[src/design/hcc_pkg.sv]
// ----------------------------------------------------------------------------
// hcc_pkg
// Shared types and constants of the HSV color correction pixel unit.
// ----------------------------------------------------------------------------
package hcc_pkg;

   // Fixed point: inner values are Q.24, one = 2^24
   localparam int FRAC = 24;
   localparam int VAL_W = FRAC + 1;
   localparam logic [VAL_W-1:0] ONE     = 25'd16777216;
   localparam logic [VAL_W-1:0] HALF    = 25'd8388608;
   localparam logic [FRAC-1:0]  HUE_MAX = 24'd15099494;
   // 2^24 = 255 * 65793 + 1
   localparam logic [16:0] V_MUL = 17'd65793;

   // Long divider geometry
   localparam int DVD_W      = 36;
   localparam int DSR_W      = 11;
   localparam int DIV_STEPS  = 4;
   localparam int DIV_STAGES = DVD_W / DIV_STEPS;

   // Registers from launch to result: entry stage, divider, six math stages
   localparam int BACK_LAT = 1 + DIV_STAGES + 6;

   // Configuration register indexes
   localparam int CSR_IDX_W = 2;
   typedef enum logic [CSR_IDX_W-1:0] {
      CSR_HUE_SHIFT  = 2'd0,
      CSR_CONTRAST   = 2'd1,
      CSR_BRIGHTNESS = 2'd2,
      CSR_SATURATION = 2'd3
   } csr_index_type;

   localparam logic [15:0] HUE_SHIFT_RST  = 16'd6554;
   localparam logic [15:0] CONTRAST_RST   = 16'd8192;
   localparam logic [15:0] BRIGHTNESS_RST = 16'd819;
   localparam logic [15:0] SATURATION_RST = 16'd5325;

   // Hue sectors of the back conversion
   typedef enum logic [2:0] {
      SEC_RED_GREEN  = 3'd0,
      SEC_GREEN_RED  = 3'd1,
      SEC_GREEN_BLUE = 3'd2,
      SEC_BLUE_GREEN = 3'd3,
      SEC_BLUE_RED   = 3'd4,
      SEC_RED_BLUE   = 3'd5
   } sector_type;

   typedef struct packed {
      logic [7:0] red_in;
      logic [7:0] green_in;
      logic [7:0] blue_in;
      logic [7:0] alpha_in;
      logic       last_pixel_in;
   } req_type;

   typedef struct packed {
      logic [7:0] red_out;
      logic [7:0] green_out;
      logic [7:0] blue_out;
      logic [7:0] alpha_out;
      logic       last_pixel_out;
   } rsp_type;

   typedef struct packed {
      logic signed [15:0] hue_shift;
      logic [15:0]        contrast_gain;
      logic signed [15:0] brightness_offset;
      logic [15:0]        saturation_gain;
   } cfg_type;

   // Classified pixel between front and back
   typedef struct packed {
      req_type     pix;
      logic [7:0]  mx;
      logic [7:0]  delta;
      logic [10:0] num;
      logic        bypass;
   } cls_type;

   // Payload that rides beside the divider and math stages
   typedef struct packed {
      req_type          pix;
      logic             bypass;
      logic [VAL_W-1:0] v;
   } side_type;

endpackage

[src/design/hcc_front.sv]
// ----------------------------------------------------------------------------
// hcc_front
// Classify a pixel: max, min, spread, hue sector numerator, low-saturation.
// ----------------------------------------------------------------------------
module hcc_front
   import hcc_pkg::*;
(
   input  req_type pix,
   output cls_type cls
);
   logic [7:0] r, g, b, mx, mn, delta;
   logic [11:0] delta10;
   logic signed [12:0] num_raw, num_fix;
   logic [10:0] delta6;

   assign r = pix.red_in;
   assign g = pix.green_in;
   assign b = pix.blue_in;

   // Extremes and spread
   always_comb begin
      mx = r;
      if (g > mx) mx = g;
      if (b > mx) mx = b;
      mn = r;
      if (g < mn) mn = g;
      if (b < mn) mn = b;
   end

   assign delta   = mx - mn;
   assign delta10 = {delta, 3'b0} + {3'b0, delta, 1'b0};
   assign delta6  = {delta, 2'b0} + {2'b0, delta, 1'b0} + 11'd0;

   // Sector numerator; red wins ties over green, green over blue
   always_comb begin
      if (mx == r) begin
         num_raw = $signed({5'b0, g}) - $signed({5'b0, b});
      end else if (mx == g) begin
         num_raw = $signed({5'b0, b}) - $signed({5'b0, r}) + $signed({4'b0, delta, 1'b0});
      end else begin
         num_raw = $signed({5'b0, r}) - $signed({5'b0, g}) + $signed({3'b0, delta, 2'b0});
      end
      num_fix = (num_raw < 0) ? num_raw + $signed({2'b0, delta6}) : num_raw;
   end

   always_comb begin
      cls.pix    = pix;
      cls.mx     = mx;
      cls.delta  = delta;
      cls.num    = num_fix[10:0];
      cls.bypass = (mx == 8'd0) || (delta10 < {4'b0, mx});
   end

endmodule

[config.mk]
export PLATFORM = sky130hd
export DESIGN_NAME = hcc_front
export DESIGN_NICKNAME = d
export VERILOG_FILES = /design/src/design/hcc_pkg.sv /design/src/design/hcc_front.sv
export SDC_FILE = /design/constraint.sdc
export NUM_CORES = 1
export LEC_CHECK = 0
export BUFFER_PORTS_ARGS = -buffer_cell sky130_fd_sc_hd__buf_2
export CORE_UTILIZATION = 55
export DETAILED_ROUTE_END_ITERATION = 8
export PLACE_DENSITY = 0.76
export SYNTH_ARGS = -nofsm -noshare
export SYNTH_HDL_FRONTEND = slang
export SYNTH_SLANG_ARGS = --single-unit
[constraint.sdc]
create_clock -name vclk -period 10.4
set_clock_uncertainty 0.1 [all_clocks]
set_input_delay 0.52 -clock vclk [all_inputs]
set_output_delay 0.52 -clock vclk [all_outputs]
set_load 0.02 [all_outputs]
* Yosys cells after proc, flatten, opt, wreduce, memory -nomap -nowiden
Cells that the tools add are included.
** Cells by class
- Mux-type cells :: 7
- $add $sub $neg :: 9
- Reductions and logical operators :: 2
- Magnitude comparators :: 6
- Equal/unequal tests :: 2
** Operators with widths (count)
- 8-bit 2-to-1 mux :: 4
- 8-bit by 8-bit subtractor with 9-bit output :: 3
- 13-bit 2-to-1 mux :: 2
- 8-bit equality test :: 2
- 8-bit > comparator :: 2
- 8-bit less-than comparator :: 2
- 13-bit by 1-bit less-than comparator with 1-bit output (second input constant) :: 1
- 11-bit by 9-bit adder with 12-bit output :: 1
- 9-bit by 11-bit adder with 12-bit output :: 1
- 12-bit by 8-bit less-than comparator with 1-bit output :: 1
- 10-bit by 9-bit adder with 11-bit output :: 1
- 11-bit adder :: 1
- 9-bit by 10-bit adder with 11-bit output :: 1
- 11-bit 2-to-1 mux :: 1
- 8-bit logical NOT :: 1
- 8-bit subtractor :: 1
- 1-bit logical OR :: 1
** Word-level totals
- Input bits :: 33
- Output and inout bits :: 61
- Word-level logic and storage cells :: 26
- Register bits :: 0

* Depth between registers and ports, before layout
- Word-level depth :: 10
- Gate-level depth with buffers :: 46
- Depth with buffers taken out :: 43

* Worst setup path before layout
Ideal clock, no wire load.
- Path type :: input to output
- From :: input pix[24] (netlist bit)
- To :: output cls[11] (netlist bit)
- Required time :: 9780 ps
- Slack :: 526 ps
- Arrival :: 9254 ps
- Buffers on the path :: 3
- Stages on the path :: 39
- Cells stage by stage :: inv_1 ha_1 and2_1 a221o_1 nor3_4 clkbuf_1 a21oi_1 ha_1 and4_1 clkbuf_1 nand4_1 nor4_1 a211oi_1 o32a_1 buf_6 mux2i_2 ha_1 fa_1 [3 not listed] inv_1 ha_1 a21oi_1 o21ai_0 maj3_2 a21oi_1 xnor2_1 a211oi_1 or2_1 fa_1 inv_1 ha_1 a21o_1 a21oi_1 xnor2_1 nand2_1 xnor2_1 nor3_1
** RTL lines
- start, declared :: line hcc_front.sv:8 : input req_type pix,
- end, declared :: line hcc_front.sv:9 : output cls_type cls

==> flow_metrics.py <==
metrics = {
    "status": {
        "outcome": "complete, no violations",
    },
    "placed_design": {
        "place_congestion": 1.00,
        "placedCellCount": 795,
        "io_buffers": 76,
        "post-place-ws_ps": 267,
        "dp_hpwl_um": 12400,
    },
    "floorplanning": {
        "start_util_pct": 56.4,
        "die_w_um": 96.3,
        "pin_count": 94,
        "rows": 34,
        "core-area_um2": 8680,
        "die-area_um2": 9270,
        "die_y_um": 96.3,
    },
    "drt": {
        "vias": 5070,
        "vias_per_cell": 6.31,
        "routed_wirelength_um": 14900,
        "drt_iter0_drc": 443,
        "ant_nets": 0,
        "wl_per_cell_um": 18.6,
        "drc": 0,
        "firstDrtPassIters": 7,
    },
    "cells_and_area": {
        "fin_util_pct": 61.9,
        "register_area_um2": 0,
        "final_cells": 803,
        "fillers": 797,
        "area_delta_synth_final_pct": 9.82,
        "clock_buffers": 0,
        "nets": 823,
        "drive_gt1_share_pct": 22.4,
        "n_sequential_cell": 0,
        "diodes": 0,
    },
    "synthesis": {
        "yosysWarnings": 0,
        "synth_cell_types": 77,
        "ys_seq_area_share_pct": 0,
        "synthesis.nets": 767,
        "avgSynthCellArea_um2": 7.63,
        "syn_inst": 641,
        "syn_area_um2": 4890,
    },
    "min_path": {
        "hold_depth": 0,
        "min_from": "pix[0]",
        "hold_end": "cls[28]",
        "holdCritPathClass": "input pin to primary output",
    },
    "grt": {
        "grt_pass1_vias": 4647,
        "grt_usage_pct": 31.6,
        "antenna_found_initial": 0,
        "grt_first_pass_wirelength_um": 22800,
        "grt_overflow": 0,
        "grt_max_degree": 16,
    },
    "sta": {
        "slew_headroom_pct": 43.2,
        "slew_viol_final": 0,
        "tightest_slew_ps": 851,
        "fmax_mhz": 100,
        "setup-violations-final": 0,
        "fin_crit_sh_pct": 95.8,
        "hold_violations": 0,
        "setup_ws_ps": 433,
        "post-route-min-period_ps": 9970,
    },
    "setup_path": {
        "critPathLaunchType": "input pin",
        "cpMostUsedCell": "ha_1",
        "cp-startpoint": "pix[24]",
        "crit_slowest_cell": "fa_1",
        "cp_slowest_stage_delay_ps": 490,
        "worst_ep_required_time_ps": 9780,
        "critPathCaptureType": "primary output",
        "critical_path_class": "input pin to primary output",
        "cp.arrival_ps": 9350,
        "cp_max_fo": 7,
    },
    "run": {
        "drv_cap": 0,
    },
}
-- metal layers --
metal	share of wire (%)	wire [µm]	vias to the layer above	track usage (%)
met5	0	0	-	0
met4	2.3	346	0	5.27
met3	8.8	1310	37	3.16
met2	47	7050	252	55.1
met1	42	6230	2391	42.4
li1	-	-	2390	-
-- cells by family (layout without fill, tap and decap cells) --
| group | count (synthesis) | in the layout | synth area share (%) |
|---|---|---|---|
| simple gates | 158 | 158 | 17.0 |
| compound gates | 182 | 182 | 25.7 |
| xor+xnor | 67 | 67 | 12.6 |
| buf+inv | 110 | 164 | 11.4 |
| fa+ha+maj | 99 | 99 | 26.9 |
| mux | 25 | 25 | 6.47 |
-- worst max-delay path by stage --
stage | slack (ps) | endpoint | cells after the start
finish | 430 | cls[11] | 41
detailed placement | 270 | cls[11] | 41
floorplan | 530 | cls[11] | 39
global route | -0.5 | cls[11] | 42
global placement | 570 | cls[11] | 41
CTS | 240 | cls[11] | 41
-- per-stage QoR --
step                      cell area (µm²)  hold WS [ps]  setup TNS [ps]
after floorplan                      4890          1050               0
after global placement               5200           940               0
after detailed placement             5200           940               0
after CTS                            5200           940               0
after global routing                 5370           940          -0.536
final                                5370           940               0
-- worst max-delay path, delay by kind of cell --
family	cells	cell delay, ps
buffers and inverters	7	960
multiplexers	1	190
adder cells (fa/ha/maj)	8	2920
XOR/XNOR	5	850
AO/OA/AOI/OAI	9	1880
AND/OR/NAND/NOR	11	2020
-- cell usage after synthesis, types with 8 or more instances --
| library cell | number | area share [%] |
|---|---|---|
| nand2b_1 | 11 | 1.4 |
| buf_4 | 34 | 5.2 |
| a31oi_1 | 8 | 1.0 |
| xor2_1 | 14 | 2.5 |
| o21ai_0 | 26 | 2.7 |
| a21o_1 | 21 | 3.2 |
| xnor2_1 | 51 | 9.1 |
| o21bai_1 | 14 | 2.1 |
| mux2_4 | 9 | 2.8 |
| nand4_1 | 9 | 1.2 |
| nand3_1 | 15 | 1.5 |
| a21oi_1 | 57 | 5.8 |
| inv_1 | 64 | 4.9 |
| fa_1 | 12 | 4.9 |
| mux2i_1 | 10 | 2.0 |
| nand2_1 | 30 | 2.3 |
| nor2_1 | 45 | 3.5 |
| ha_1 | 81 | 21 |
-- cell usage in the layout (no fill, tap or decap), types with 4 or more instances in the layout --
master    netlist  final
a21o_1         21     21
a21oi_1        57     52
a21oi_2         0      5
a31oi_1         8      8
and2_1          7      7
buf_2           0     76
buf_4          34     22
fa_1           12     12
ha_1           81     81
inv_1          64     64
maj3_1          4      4
mux2_2          4      4
mux2_4          9      9
mux2i_1        10      8
nand2_1        30     30
nand2b_1       11     11
nand3_1        15     14
nand4_1         9      9
nand4b_1        5      5
nor2_1         45     43
nor2b_1         7      7
nor3_1          7      5
o211ai_1        5      5
o21a_1          5      5
o21ai_0        26     23
o21bai_1       14     14
o22ai_1         5      5
o32a_1          4      4
or2_2           4      4
xnor2_1        51     51
xor2_1         14     13
-- area by class of cell --
type / instances / area (µm²) / share of cell area, %
multi-input cells: 531 / 4440 / 82.7
well taps: 108 / 135 / 2.52
inverters: 66 / 248 / 4.61
repair buffers: 98 / 546 / 10.2
-- timing repair --
item | in CTS | in global routing
hold buffers | 0 | 0
buffers inserted | 0 | 8
endpoints found under the hold margin | 0 | 0
endpoints found under the setup margin | 0 | 3
gates resized for setup | 0 | 27
Power is left out: the tool's default activity adds up to more than one toggle a clock period on the data nets, which glitch-free logic cannot reach.
