## src/design/hcc_fifo.sv

```systemverilog
// ----------------------------------------------------------------------------
// hcc_fifo
// Small flop-based queue with occupancy count.
// ----------------------------------------------------------------------------
module hcc_fifo #(
   parameter int WIDTH = 8,
   parameter int DEPTH = 2
) (
   input  logic                       clock,
   input  logic                       reset,
   input  logic                       push,
   input  logic [WIDTH-1:0]           wdata,
   input  logic                       pop,
   output logic [WIDTH-1:0]           rdata,
   output logic                       full,
   output logic                       empty,
   output logic [$clog2(DEPTH+1)-1:0] count
);
   localparam int IW = $clog2(DEPTH);
   localparam int CW = $clog2(DEPTH+1);

   logic [WIDTH-1:0] mem_ff [DEPTH];
   logic [IW-1:0] wr_ptr_ff, wr_ptr_in, rd_ptr_ff, rd_ptr_in;
   logic [CW-1:0] count_ff, count_in;
   logic do_push, do_pop;

   assign full    = (count_ff == CW'(DEPTH));
   assign empty   = (count_ff == '0);
   assign count   = count_ff;
   assign rdata   = mem_ff[rd_ptr_ff];
   assign do_push = push & ~full;
   assign do_pop  = pop & ~empty;

   // Advance pointers and count
   always_comb begin
      wr_ptr_in = wr_ptr_ff;
      rd_ptr_in = rd_ptr_ff;
      count_in  = count_ff;
      if (do_push) begin
         wr_ptr_in = (wr_ptr_ff == IW'(DEPTH-1)) ? '0 : wr_ptr_ff + 1'b1;
      end
      if (do_pop) begin
         rd_ptr_in = (rd_ptr_ff == IW'(DEPTH-1)) ? '0 : rd_ptr_ff + 1'b1;
      end
      if (do_push && !do_pop) begin
         count_in = count_ff + 1'b1;
      end else if (do_pop && !do_push) begin
         count_in = count_ff - 1'b1;
      end
   end

   always_ff @(posedge clock) begin
      if (reset) begin
         wr_ptr_ff <= '0;
         rd_ptr_ff <= '0;
         count_ff  <= '0;
      end else begin
         wr_ptr_ff <= wr_ptr_in;
         rd_ptr_ff <= rd_ptr_in;
         count_ff  <= count_in;
      end
   end

   // Store the beat
   always_ff @(posedge clock) begin
      if (do_push) begin
         mem_ff[wr_ptr_ff] <= wdata;
      end
   end

endmodule

```

## config.mk

```make
export PLATFORM = sky130hd
export DESIGN_NAME = hcc_fifo
export DESIGN_NICKNAME = d
export VERILOG_FILES = /design/src/design/hcc_fifo.sv
export SDC_FILE = /design/constraint.sdc
export NUM_CORES = 1
export LEC_CHECK = 0
export BUFFER_PORTS_ARGS = -buffer_cell sky130_fd_sc_hd__buf_2
export CORE_MARGIN = 4
export CORE_UTILIZATION = 35
export CTS_CLUSTER_DIAMETER = 150
export DETAILED_ROUTE_END_ITERATION = 12
export GPL_TIMING_DRIVEN = 0
export MAX_ROUTING_LAYER = met4
export PLACE_DENSITY = 0.65
export SLEW_MARGIN = 0
export SYNTH_ARGS = -nofsm -noshare
export SYNTH_HDL_FRONTEND = slang
export SYNTH_SLANG_ARGS = --single-unit
```

## constraint.sdc

```tcl
create_clock -name clock -period 2.04 [get_ports clock]
set_clock_uncertainty 0.05 [all_clocks]
set_input_delay 0.408 -clock clock [delete_from_list [all_inputs] [get_ports clock]]
set_output_delay 0.408 -clock clock [all_outputs]
set_load 0.01 [all_outputs]
```

Word level (Yosys, flattened, before mapping)
Memories as Yosys holds them, arrays and structs flattened. A register that Yosys moved wholly into a read port is not among the register bits.
Index checks and enable logic that the tools add are counted.
- register bits after elaboration: 4
- memory bits (writable): 16
- input port bits: 12
- output and inout bits: 12
- word-level logic and storage cells: 27
- memories: 1
- memory list (name ; words ; bits a word ; rd ports ; clocked after memory_dff ; wr ports ; RTL line ; text):
    mem_ff ; 2 ; 8 ; 1 ; 1 ; 1 ; 22 ; logic [WIDTH-1:0] mem_ff [DEPTH];
- add/sub/neg operators: 4
- equality and inequality tests: 1
- muxes and demuxes: 8
- bitwise gates (word level): 4
- reduce and logical (&&, ||, !) cells: 6
- operators by type and width (operator ; count):
    1-bit two-way mux ; 6
    2-bit two-way mux ; 2
    1-bit adder, second input constant ; 2
    2-bit by 1-bit adder with 2-bit output, second input constant ; 1
    1-bit AND ; 2
    2-bit == test, second input constant ; 1
    1-bit logical AND ; 2
    1-bit zero test ; 2
    2-bit zero test ; 1
    1-bit inverter ; 2
    2-bit nonzero test ; 1
    2-bit by 1-bit subtractor with 2-bit output, second input constant ; 1

Logic depth before layout (Yosys ltp)
Gate-level depths: netlist of run 1.
- depth after elaboration: 7
- depth in mapped cells: 6
- mapped depth without buffers: 6

Worst setup path after synthesis of run 1
No wires, ideal clock.
- path type: register to register
- start: register count_ff[1], in the netlist count[1]
- end: register count_ff[1], in the netlist count[1]
- setup time: 0.070 ns
- data arrival time: 1.513 ns
- data required time: 1.920 ns
- slack: 0.407 ns
- cell stages (with the launch flop): 6
- buffers on the path: 0
- period minus slack after synthesis: 1.633 ns
- cells stage by stage: dfxtp_1 nor2b_2 nor2_1 ha_1 or3_1 a21oi_1
- cells in the longest elaborated chain, start to end: 6
- elaborated cells on any way between the ends: 15
- those cells by class: 2 x add/sub; 1 x eq/ne; 2 x mux; 4 x bitwise; 6 x reduce/logical
- ends and longest elaborated chain (element ; RTL line ; text):
    start: declaration ; 24 ; logic [CW-1:0] count_ff, count_in;
    start signal: assignment ; 60 ; count_ff <= count_in;
    2-bit == test (*) ; 27 ; assign full = (count_ff == CW'(DEPTH));
    net full ; 15 ; output logic full,
    1-bit inverter (*) ; 31 ; assign do_push = push & ~full;
    1-bit AND (*) ; 31 ;
    1-bit zero test ; 47 ; end else if (do_pop && !do_push) begin
    1-bit logical AND ; 47 ;
    2-bit nonzero test (no source line) ; - ;
Mark *: on every way through the listed nets, which the timed path passes. The rest lies on a longest branch. The select of a mux whose other input is x is not followed.
A chain may end at the register's enable or synchronous reset.

==> results of run 1 <==
[cell type report]
class | instances | share of cell area
Tap cell | 27 | 0.0347
Buffer | 1 | 0.00515
Multi-Input combinational cell | 26 | 0.206
Clock buffer | 3 | 0.0232
Clock inverter | 1 | 0.00772
Timing Repair Buffer | 23 | 0.118
Sequential cell | 21 | 0.597
Inverter | 2 | 0.00772
[worst paths after layout]
path	to	start	slack [ps]	depth (start not counted)
min	mem_ff[0][5]	wdata[5]	240	1
max	rdata[5]	flip-flop	250	3
min reg2reg	wr_ptr_ff	wr_ptr_ff	450	2
max reg2reg	count[1]	count[0]	400	4
[state kept, by name, summed over array words and instances (netlist names), named ones only]
signal     cells
mem_ff        16
count          2
rd_ptr_ff      1
wr_ptr_ff      1
[metrics by stage]
step / std cells / hold WS, ps
final: 104 / 243
after detailed placement: 100 / 432
after global placement: 100 / 420
after CTS: 104 / 230
after global routing: 104 / 214
after floorplan: 50 / 402
[logic make-up after synthesis]
| kind of cell | Yosys count | share of synthesized area |
|---|---|---|
| AOI/OAI and AO/OA | 5 | 0.0315 |
| adders and majority gates | 1 | 0.0158 |
| xor gates and xnor gates | 3 | 0.0331 |
| and+or+nand+nor | 9 | 0.0584 |
| buffers and inverters | 3 | 0.0158 |
| muxes | 8 | 0.114 |
| DFF | 21 | 0.732 |
[metal layers]
layer	wire length, µm	part of all wire
met1	542	0.44
met2	592	0.48
met3	93	0.076
met4	0	0
met5	0	0
[critical path, delay by kind of cell (launching register included)]
family | cells | cell delay, ps
flops | 1 | 320
buf+inv | 2 | 350
mux | 1 | 370
[power groups by stage]
stage                     combinational, mW  sequential [mW]  clock (mW)
after detailed placement              0.388            0.595           0
after floorplan                       0.252            0.595           0
after CTS                             0.391            0.586       0.205
after global placement                0.384            0.590           0
after global routing                  0.423            0.596       0.230
final                                 0.383            0.584       0.194
[layout by cell type (no fill, tap or decap)]
cell and n:
or3_1 2, xor2_1 3, a21oi_1 2, nor2b_2 1, dfxtp_1 5, buf_2 24
mux2_2 8, ha_1 1, o21ai_0 3, edfxtp_1 16, inv_1 2, clkbuf_4 3
nor2_1 5, and2_1 1, clkinvlp_4 1
==> summary.txt, run 1 <==
Die
  • Initial core utilization: 0.385
  • Core area: 2060 µm²
  • Die Width: 55.6 µm
  • Die Ht: 55.6 µm
  • Die area: 3090 µm²
  • I/O Pins: 24
  • FP Rows: 16

Clocking
  • Cts bufs inserted: 3
  • PostCTS Resize Cnt: 0
  • CTS Sinks: 21
  • CTS Root Cell: clkbuf_4
  • H-Tree Level Count: 1
  • CTS Hold Bufs: 0
  • Max Buffers Root-to-Sink: 2
  • Clock Latency Late Sink: 290 ps
  • Setup bufs post-CTS: 0
  • TritonCTS clock tree: built
  • Clk slew on worst S/H paths: about 110 ps

Power and ir drop
  • Sw power: 0.358 mW
  • Leak: 0.392 nW
  • Flop pwr share: 0.504
  • Clk network pwr share: 0.167
  • Peak supply drop: just under 0.6 mV
  • Gate power share: 0.330
  • Tot Pwr: roughly 1.2 mW
  • Switching Share: 0.308
  • Pint: around 0.8 mW
  • Power Dens Cells: 1190 nW/µm²

Place
  • Area of placed instances: 942 µm²
  • RD Place Congestion: 0.648
  • Input/output buffers: 23
  • Final HPWL DP: 913 µm
  • Setup WS pre-CTS: 406 ps

Synthesis
  • Post-synth top flop: edfxtp_1
  • Syn Nets: 63
  • Post-synth top cells: edfxtp_1, mux2_2, dfxtp_1, nor2_1
  • Syn Inst Count: 50
  • Count of state elements after synthesis: 21
  • Syn avg cell area: 15.9 µm²
  • Synth area leader: edfxtp_1
  • Post-synth ARST share: 0
  • Most instantiated library cell after synthesis: edfxtp_1
  • Post-synth EDFFs: 16
  • Synth area leaders: edfxtp_1, dfxtp_1, mux2_2
  • Share of the synthesized area in the top cell type: 0.606
  • Post-synthesis sequential area ratio: 0.732
  • Post-synth cell types: 13
  • Warnings from Yosys: 0
  • Mapped Area: 793 µm²

Routing
  • Detailed-route via count: 461
  • 1st-iter DRT viols: 8
  • Antenna Nets Post-Route: 0
  • # DRC: 0
  • Final WL: 1.23 mm
  • First drt pass iteration count: 2
  • Post-DR wirelength/cell: 11.8 µm
  • Vias per std cell: around 4.4

Final layout
  • Multi-input gate area: 200 µm²
  • Post-route design area: 972 µm²
  • Number of fill cells: 194
  • Final Util: 0.471
  • Area grow syn2layout: 22.6%
  • Register Area: a little under 600 µm²
  • Fraction of layout cells with a size suffix above 1: 0.481
  • Final nets: 91
  • N_diodes: 0

Setup path
  • Critical path fanouts, max: 8
  • Crit path launch type: flip-flop
  • CP Class: reg2out
  • Slowest CP cell: mux2_2
  • CP cell instances: buf_2, mux2_2, buf_2
  • CP most frequent cell: buf_2
  • CP Data Required Time: 1580 ps
  • CP Data Arrival Time: 1330 ps
  • CP max stage delay: 370 ps
  • CP endpoint kind: primary output

Timing
  • Final min period: 1790 ps
  • RSZ-0062 raised after global routing: false
  • Final setup fails: 0
  • Slew @ Worst Pin: 396 ps
  • Final number of hold-violating endpoints: 0
  • Tcrit/Tclk final: 0.877
  • Max-Slew Margin vs Limit: 0.736
  • Fmax: 559 MHz
  • Final Max Tran Viols: 0
  • Setup TNS Final: 0 ps
  • PnR worst setup slack: 251 ps

Global route
  • Vias in the first global route: 481
  • Met1 Use GR: 0.0984
  • GRT Resource Usage Total: 0.0894
  • First-pass GRT wire length: just over 2 mm
  • Global routing's busiest layer: met2
  • Gr ovfl total: 0
  • Largest net degree at the start of global routing: 14
  • Met3 global-route usage: 0.0255
  • Initial antenna violation count: 0
  • Met2 Use GR: 0.144

Outcome
  • Run status: completed

Worst hold path
  • Hold WC Path Type: in2reg

Flow run
  • Max_cap viols: 0
(Power assumes the default switching activity.)
==> run 2, diff against run 1 <==
--- a/config.mk
+++ b/config.mk
@@ -12,7 +12,7 @@
 export DETAILED_ROUTE_END_ITERATION = 12
 export GPL_TIMING_DRIVEN = 0
 export MAX_ROUTING_LAYER = met4
-export PLACE_DENSITY = 0.65
+export PLACE_DENSITY = 0.6
 export SLEW_MARGIN = 0
 export SYNTH_ARGS = -nofsm -noshare
 export SYNTH_HDL_FRONTEND = slang
==> constraint.sdc (replaced) <==
create_clock -name clock -period 2.2 [get_ports clock]
set_clock_uncertainty 0.05 [all_clocks]
set_input_delay 0.44 -clock clock [delete_from_list [all_inputs] [get_ports clock]]
set_output_delay 0.44 -clock clock [all_outputs]
set_load 0.01 [all_outputs]
==> run 2 against run 1 <==
Hold slack gained 34 ps. Die area is the same. Final cell count is the same. Total power shrank 7.4%. Clock-buffer cell count grew 1. Global-route usage grew 0.087 points. Register-to-register slack gained 110 ps. Sequential cell count is the same. Sequential power shrank 7.0%. Sequential share of layout area grew 0.23 points. Utilization shrank 0.18 points. Non-clock buffer count is the same. Critical path type unchanged. Critical endpoint is now rdata[7].
==> summary.txt, run 2 (synthesis results as in run 1) <==
Setup path
  • CP endpoint kind: primary output
  • Critical path fanouts, max: 8 (unchanged)
  • Slowest CP cell: mux2_2
  • Crit path launch type: flip-flop
  • CP max stage delay: 350 ps (-20 ps)
  • CP Data Required Time: 1710 ps (+130 ps)
  • CP most frequent cell: buf_2
  • Crit path depth: 3 (unchanged)
  • WP buf/inv: 2 (unchanged)
  • CP Class: reg2out
  • Reg2reg start: count[0]
  • Delay-heaviest family, CP: buffers and inverters
  • CP Data Arrival Time: 1300 ps (-30 ps)
  • CP cell instances: buf_2, mux2_2, buf_2
  • Worst Reg-to-Reg Cells: 4 (unchanged)

Die
  • Initial core utilization: 0.385 (unchanged)
  • Die area: 3090 µm² (unchanged)
  • Die Ht: 55.6 µm (unchanged)
  • Die Width: 55.6 µm (unchanged)
  • I/O Pins: 24 (unchanged)
  • FP Rows: 16 (unchanged)
  • Core area: 2060 µm² (unchanged)

Power and ir drop
  • Leak: 0.393 nW (+0.26%)
  • Peak supply drop: 0.597 mV (+2.9%)
  • Power Dens Cells: 1110 nW/µm² (-7.1%)

Routing
  • # DRC: 0 (unchanged)
  • Antenna Nets Post-Route: 0 (unchanged)
  • Final WL: 1.24 mm (+0.57%)
  • Vias per std cell: 4.42 (-0.22%)
  • Detailed-route via count: 460 (-0.22%)
  • 1st-iter DRT viols: 3 (-5)
  • First drt pass iteration count: 2 (unchanged)
  • Post-DR wirelength/cell: 11.9 µm (+0.57%)

Clocking
  • Setup bufs post-CTS: 0 (unchanged)
  • H-Tree Level Count: 1 (unchanged)
  • Cts bufs inserted: 3 (unchanged)
  • CTS Hold Bufs: 0 (unchanged)
  • Max Buffers Root-to-Sink: 2 (unchanged)
  • PostCTS Resize Cnt: 0 (unchanged)
  • TritonCTS clock tree: built
  • CTS Root Cell: clkbuf_4
  • Clock Latency Late Sink: 290 ps (about the same)
  • CTS Sinks: 21 (unchanged)
  • Clk slew on worst S/H paths: 110 ps (about the same)

Outcome
  • Run status: completed

Timing
  • Slew @ Worst Pin: 374 ps (-22.0 ps)
  • Final number of hold-violating endpoints: 0 (unchanged)
  • Setup TNS Final: 0 ps (unchanged)
  • Fmax: 557 MHz
  • PnR worst setup slack: 405 ps (+154 ps)
  • Final Max Tran Viols: 0 (unchanged)
  • Final min period: 1790 ps
  • Final setup fails: 0 (unchanged)
  • Max-Slew Margin vs Limit: 0.748 (+0.0121)
  • RSZ-0062 raised after global routing: false
  • Tcrit/Tclk final: 0.816

Final layout
  • Multi-input gate area: 200 µm² (unchanged)
  • Commonest non-fill, non-tap cell in the layout: buf_2
  • Fraction of layout cells with a size suffix above 1: 0.468 (-0.0130)
  • Top reg by flops: mem_ff
  • Final Util: 0.470 (-0.00182)
  • Final nets: 91 (unchanged)
  • N_diodes: 0 (unchanged)
  • Register Area: 581 µm² (unchanged)
  • Area grow syn2layout: 22.1%
  • Most frequent cells in the layout: buf_2, edfxtp_1, mux2_2, nor2_1, dfxtp_1
  • Number of fill cells: 188 (-3.1%)
  • Max reg flops: 16 (unchanged)

Place
  • RD Place Congestion: 0.740 (+14%)
  • Input/output buffers: 23 (unchanged)
  • Setup WS pre-CTS: 535 ps (+129 ps)
  • Final HPWL DP: 906 µm (-0.82%)

Flow run
  • Max_cap viols: 0 (unchanged)

Global route
  • Largest net degree at the start of global routing: 12 (-2)
  • First-pass GRT wire length: 2.07 mm (+0.68%)
  • Initial antenna violation count: 0 (unchanged)
  • GRT Resource Usage Total: 0.0902 (+0.000868)
  • Gr ovfl total: 0 (unchanged)
  • Vias in the first global route: 424 (-12%)

Worst hold path
  • Hold depth: 1 (unchanged)
  • Hold WC Path Type: in2reg
  • HP Start: wdata[3]
-- run 2: cell types whose count changed in the layout (fill, tap and decap cells not counted) --
| cell | change |
|---|---|
| clkinvlp_4 | -1 |
| clkbuf_1 | +1 |
-- run 2: worst paths after layout --
| check | to | slack [ps] |
|---|---|---|
| setup / recovery | rdata[7] | 410 |
| hold / removal | mem_ff[0][3] | 280 |
| setup reg to reg | count[1] | 510 |
| hold reg to reg | wr_ptr_ff | 450 |
-- run 2: final cells by class --
type / count / area share
multi-input cells: 26 / 0.207
clock buffers: 4 / 0.0271
inverters: 2 / 0.00775
flip-flops and latches: 21 / 0.599
well taps: 27 / 0.0349
plain buffers: 1 / 0.00517
repair buffers: 23 / 0.119
-- run 2: layer usage --
metal / routed length [µm] / share of wire / up-vias / track usage
met5: 0 / 0 / - / -
met4: 0 / 0 / 0 / 0.0521
met3: 114 / 0.092 / 0 / 0.0302
met2: 581 / 0.47 / 17 / 0.130
met1: 539 / 0.44 / 208 / 0.110
li1: - / - / 235 / -
-- run 2: power breakdown --
part / leakage (nW) / internal, mW / total, mW / switching (mW)
Sequential: 0.191 / 0.506 / 0.543 / 0.0369
Combinational: 0.187 / 0.170 / 0.356 / 0.187
Clock: 0.0150 / 0.0704 / 0.175 / 0.105
Total: 0.393 / 0.746 / 1.07 / 0.329
-- run 2: stage by stage --
stage	cell area (µm²)	total power, mW	std cells	hold slack [ps]
global route	968	1.15	104	254
floorplan	793	0.785	50	402
finish	968	1.07	104	276
CTS	968	1.09	104	266
detailed placement	942	0.915	100	432
global placement	942	0.904	100	418
